**config.mk**
```make
export PLATFORM = sky130hd
export DESIGN_NAME = lci_mul
export DESIGN_NICKNAME = d
export VERILOG_FILES = /design/src/rtl/lci_pkg.sv /design/src/rtl/lci_delay.sv /design/src/rtl/lci_mul.sv
export SDC_FILE = /design/constraint.sdc
export NUM_CORES = 2
export LEC_CHECK = 0
export BUFFER_PORTS_ARGS = -buffer_cell sky130_fd_sc_hd__buf_2
export CAP_MARGIN = 15
export CORE_MARGIN = 2
export CORE_UTILIZATION = 40
export CTS_BUF_LIST = sky130_fd_sc_hd__clkbuf_4 sky130_fd_sc_hd__clkbuf_8
export DETAILED_ROUTE_END_ITERATION = 8
export PLACE_DENSITY = 0.62
export SYNTH_ARGS = -nofsm -noshare
export SYNTH_HDL_FRONTEND = slang
export SYNTH_SLANG_ARGS = --single-unit
```
**constraint.sdc**
```tcl
create_clock -name clk -period 7.6 [get_ports clk]
set_clock_uncertainty 0.2 [all_clocks]
set_input_delay 0.38 -clock clk [delete_from_list [all_inputs] [get_ports clk]]
set_output_delay 0.38 -clock clk [all_outputs]
set_load 0.1 [all_outputs]
```
**src/rtl/lci_pkg.sv**
```systemverilog
package lci_pkg;

  // default field geometry
  localparam int COORD_WIDTH_DEF = 32;
  localparam int FRAC_BITS_DEF   = 16;

  // digit size of the pipelined multipliers
  localparam int MUL_DIGIT = 34;

  // divider status flags
  typedef struct packed {
    logic rnz;  // nonzero remainder
    logic ovf;  // quotient does not fit
  } div_flags_t;

  function automatic int imax(input int a, input int b);
    return (a > b) ? a : b;
  endfunction

  // number of multiplier digits for an operand of w bits
  function automatic int digits(input int w);
    return (w + MUL_DIGIT - 1) / MUL_DIGIT;
  endfunction

  // latency of lci_mul without padding: abs stage, one stage per digit pair, sign stage
  function automatic int mul_lat(input int wa, input int wb);
    return digits(wa) * digits(wb) + 2;
  endfunction

endpackage

```
**src/rtl/lci_delay.sv**
```systemverilog
module lci_delay #(
  parameter int W = 1,
  parameter int N = 1
) (
  input  logic         clk,
  input  logic         en,
  input  logic [W-1:0] d,
  output logic [W-1:0] q
);

  generate
    if (N == 0) begin : g_none
      assign q = d;
    end else begin : g_line
      logic [W-1:0] sh_r [0:N-1];

      // shift line, advances with the pipeline
      always_ff @(posedge clk) begin
        if (en) begin
          sh_r[0] <= d;
          for (int i = 1; i < N; i++) begin
            sh_r[i] <= sh_r[i-1];
          end
        end
      end

      assign q = sh_r[N-1];
    end
  endgenerate

endmodule

```
**src/rtl/lci_mul.sv**
```systemverilog
module lci_mul #(
  parameter int WA  = 32,
  parameter int WB  = 32,
  parameter int LAT = 3
) (
  input  logic                    clk,
  input  logic                    en,
  input  logic signed [WA-1:0]    a,
  input  logic signed [WB-1:0]    b,
  output logic signed [WA+WB-1:0] p
);

  localparam int DG   = lci_pkg::MUL_DIGIT;
  localparam int NA   = lci_pkg::digits(WA);
  localparam int NB   = lci_pkg::digits(WB);
  localparam int NS   = NA * NB;
  localparam int AWF  = NA * DG;
  localparam int BWF  = NB * DG;
  localparam int PWF  = AWF + BWF;
  localparam int PADL = LAT - NS - 2;

  logic [WA-1:0]          amag;
  logic [WB-1:0]          bmag;
  logic [AWF-1:0]         am_r  [0:NS-1];
  logic [BWF-1:0]         bm_r  [0:NS-1];
  logic                   ng_r  [0:NS];
  logic [PWF-1:0]         acc_r [1:NS];
  logic [PWF-1:0]         acc_neg;
  logic signed [WA+WB-1:0] p_r;

  // magnitudes and product sign
  assign amag = a[WA-1] ? -a : a;
  assign bmag = b[WB-1] ? -b : b;

  always_ff @(posedge clk) begin
    if (en) begin
      am_r[0] <= AWF'(amag);
      bm_r[0] <= BWF'(bmag);
      ng_r[0] <= a[WA-1] ^ b[WB-1];
    end
  end

  // one digit-pair partial product per stage
  generate
    for (genvar s = 0; s < NS; s++) begin : g_pp
      localparam int IA = s / NB;
      localparam int IB = s % NB;
      logic [2*DG-1:0] pp;
      logic [PWF-1:0]  acc_in;

      assign pp = am_r[s][IA*DG +: DG] * bm_r[s][IB*DG +: DG];

      if (s == 0) begin : g_first
        assign acc_in = '0;
      end else begin : g_next
        assign acc_in = acc_r[s];
      end

      always_ff @(posedge clk) begin
        if (en) begin
          acc_r[s+1] <= acc_in + (PWF'(pp) << ((IA + IB) * DG));
          ng_r[s+1]  <= ng_r[s];
        end
      end

      if (s < NS - 1) begin : g_fwd
        always_ff @(posedge clk) begin
          if (en) begin
            am_r[s+1] <= am_r[s];
            bm_r[s+1] <= bm_r[s];
          end
        end
      end
    end
  endgenerate

  // restore the sign
  assign acc_neg = -acc_r[NS];

  always_ff @(posedge clk) begin
    if (en) begin
      p_r <= ng_r[NS] ? acc_neg[WA+WB-1:0] : acc_r[NS][WA+WB-1:0];
    end
  end

  // pad to the requested latency
  lci_delay #(.W(WA + WB), .N(PADL)) u_pad (
    .clk (clk),
    .en  (en),
    .d   (p_r),
    .q   (p)
  );

endmodule

```
==> flow_summary.json <==
{
  "clockBufferDepth": 2,
  "nFillCells": 9820,
  "syn_area_mm2": 0.0425,
  "setup_ws_ps": -179,
  "die_x_um": 330,
  "clk_pin_slew_worst_paths_ps": 130,
  "synthDistinctLibCells": 54,
  "drc_errors": 18,
  "cp-startpoint": "bm_r[0][7]",
  "dr.pass1.iters": 7,
  "end_kind": "flop",
  "cp_data_required_time_ps": 7740,
  "hold_violations": 0,
  "start_util_pct": 40.3,
  "ys_ff_latch": 194,
  "fin_crit_sh_pct": 102,
  "post-route-util_pct": 47.8,
  "dieArea_mm2": 0.109,
  "htree_num_levels": 4,
  "nets": 6124,
  "drive_above_1_share_pct": 16.0,
  "io_pins": 130,
  "max_freq_mhz": 129,
  "critPathLaunchType": "flop",
  "wl_per_cell_um": 19.2,
  "grt_pass1_vias": 33000,
  "rsz0062_at_grt": "yes",
  "finalCriticalPeriod_ps": 7780,
  "ant_nets": 0,
  "final-seq-area_mm2": 0.00583,
  "reg2reg_from": "bm_r[0][7]",
  "clock_sinks": 194,
  "synth_area_leaders": "fa_1, edfxtp_1, inv_1",
  "cp_max_fo": 6,
  "synthTopCellsByCount": "inv_1, fa_1, and2_1, nand2_1, ha_1",
  "cts_inserted_buffers": 17,
  "placed_cell_area_mm2": 0.0476,
  "grt_util_all_layers_pct": 22.7,
  "violations": "design-rule violations, negative setup slack",
  "outcome": "finished with violations",
  "avgViaCountPerCell": 4.97,
  "cts_tree": "done",
  "syn_to_final_growth_pct": 18.5,
  "dp.cells": 6109,
  "synth_edf_count": 194,
  "yosys_warnings": 0,
  "io_buffers": 129,
  "vias": 31200,
  "synthCells": 4435,
  "grt_antenna_before_repair": 4,
  "drtIter0Drc": 1941,
  "setup_viol": 10,
  "yosysMostFrequentCell": "inv_1",
  "worst_path_most_repeated_cell": "fa_1",
  "routed_wl_mm": 120,
  "slew_headroom_pct": 34.5,
  "grt_overflow": 0,
  "die_h_um": 330,
  "async_flop_share_pct": 0,
  "synth_fp_nets": 5693,
  "cp_cell_sequence": "buf_4, clkbuf_16, and2_1, fa_2, fa_1, fa_1, inv_1, fa_1, fa_1, inv_1, fa_1, fa_1, inv_1, fa_1, inv_2, ha_4, nand4_1, or2_4, or3_4, a211oi_4, nor3_1, o41a_1, o41ai_2, xor2_1",
  "syn_area_per_cell_um2": 9.59,
  "drv_cap": 0,
  "yosys.area.top_type": "fa_1",
  "drv_slew": 0,
  "setup_tns_ps": -1120,
  "rows": 119,
  "path_class": "reg2reg",
  "synth_top_flop_cell": "edfxtp_1",
  "fin_cells": 6274,
  "worstSkewPairLatency_ps": 600,
  "core_mm2": 0.105,
  "cp.arrival_ps": 7920,
  "place_congestion": 0.928,
  "crit_family": "adder cells",
  "critPathBufInv": 6,
  "multi_input_area_mm2": 0.0331,
  "tightest_slew_ps": 983,
  "cpPeakStageDelay_ps": 590,
  "slowest_stage": "fa_2",
  "synth_seq_area_share_pct": 13.7,
  "grt_pass1_wl_mm": 188,
  "grt_max_degree": 79,
  "design_area_mm2": 0.0504,
  "dp_hpwl_mm": 100,
  "cts-root-buf": "clkbuf_8",
  "synth_top_area_share_pct": 42.2,
  "hold_path_class": "in2reg",
  "min_from": "b[1]"
}
[cells by family after synthesis]
group	synth area share, %
flip-flops	13.7
buffers and inverters	10.9
adder cells (fa/ha/maj)	50.9
AND/OR/NAND/NOR	16.1
XOR/XNOR	3.77
AO/OA/AOI/OAI	4.68
[layout by cell type, fill, tap and decap left out, types with 16 or more instances in the layout]
cell           Yosys  routed
a21o_1            32      32
a21oi_1           67      48
a21oi_2            0      16
and2_1           594     579
buf_12             0      56
buf_2              0     129
buf_4              0     347
buf_6              0      29
clkbuf_8           0      18
dlygate4sd3_1      0      72
edfxtp_1         194     194
fa_1             897     876
fa_2               0      21
ha_1             295     271
ha_4               0      23
inv_1           1008     989
inv_2              0      19
nand2_1          545     540
nand3_1           19      16
nand4_1           17      17
nor2_1            46      40
o21ai_0           84      67
o31ai_1           41      37
or3_1             19      17
xnor2_1          156     154
xor2_1            27      26
[final cells by class]
cell class | count | share of cell area (%)
inverters | 1008 | 7.51
diodes | 4 | 0.0199
flip-flops and latches | 194 | 11.6
repair buffers | 637 | 10.9
clock buffers | 18 | 0.479
multi-input cells | 3008 | 65.6
clock inverters | 14 | 0.487
well taps | 1391 | 3.45
[path summary, 6_finish.rpt]
| path | end | cells past startpoint | slack [ps] |
|---|---|---|---|
| min reg2reg | ng_r[0][1] | 0 | 240 |
| max | acc_r[1][62] | 24 | -180 |
| max reg2reg | acc_r[1][62] | 24 | -180 |
| min | bm_r[0][3] | 3 | 100 |
[per-layer routing]
layer / up-vias / share of wire [%] / GRT usage, %
li1: 14100 / - / -
met1: 16100 / 42 / 29.9
met2: 841 / 49 / 38.4
met3: 179 / 5.5 / 3.29
met4: 0 / 3.3 / 7.35
met5: - / 0 / 0
[metrics by stage]
stage                     hold WS, ps  worst slack [ps]
after CTS                        39.7              -251
after global routing             59.2              -397
after detailed placement          224              -719
after floorplan                   200             -27.9
after global placement            210              -669
final                            98.5              -179
[registers in the layout, summed over array words and instances, names as in the netlist]
| register | flops |
|---|---|
| p_r | 64 |
| am_r | 32 |
| ng_r | 2 |
| acc_r | 64 |
| bm_r | 32 |
[worst min-delay path, delay by kind of cell]
kind,cells,cell delay (ps)
buf+inv,1,100
compound gates,1,90
xor+xnor,1,160
[timing repair]
action                                  CTS  global route
gates cloned                              1             3
pin swaps                                49            65
endpoints found under the setup margin   26            28
endpoints found under the hold margin    63             0
buffers inserted                         42            15
hold buffers                             72             0
gates resized for setup                 118           133
Power is not shown: default switching activity piles up to over one toggle a cycle in this logic, so the estimate is an artifact.
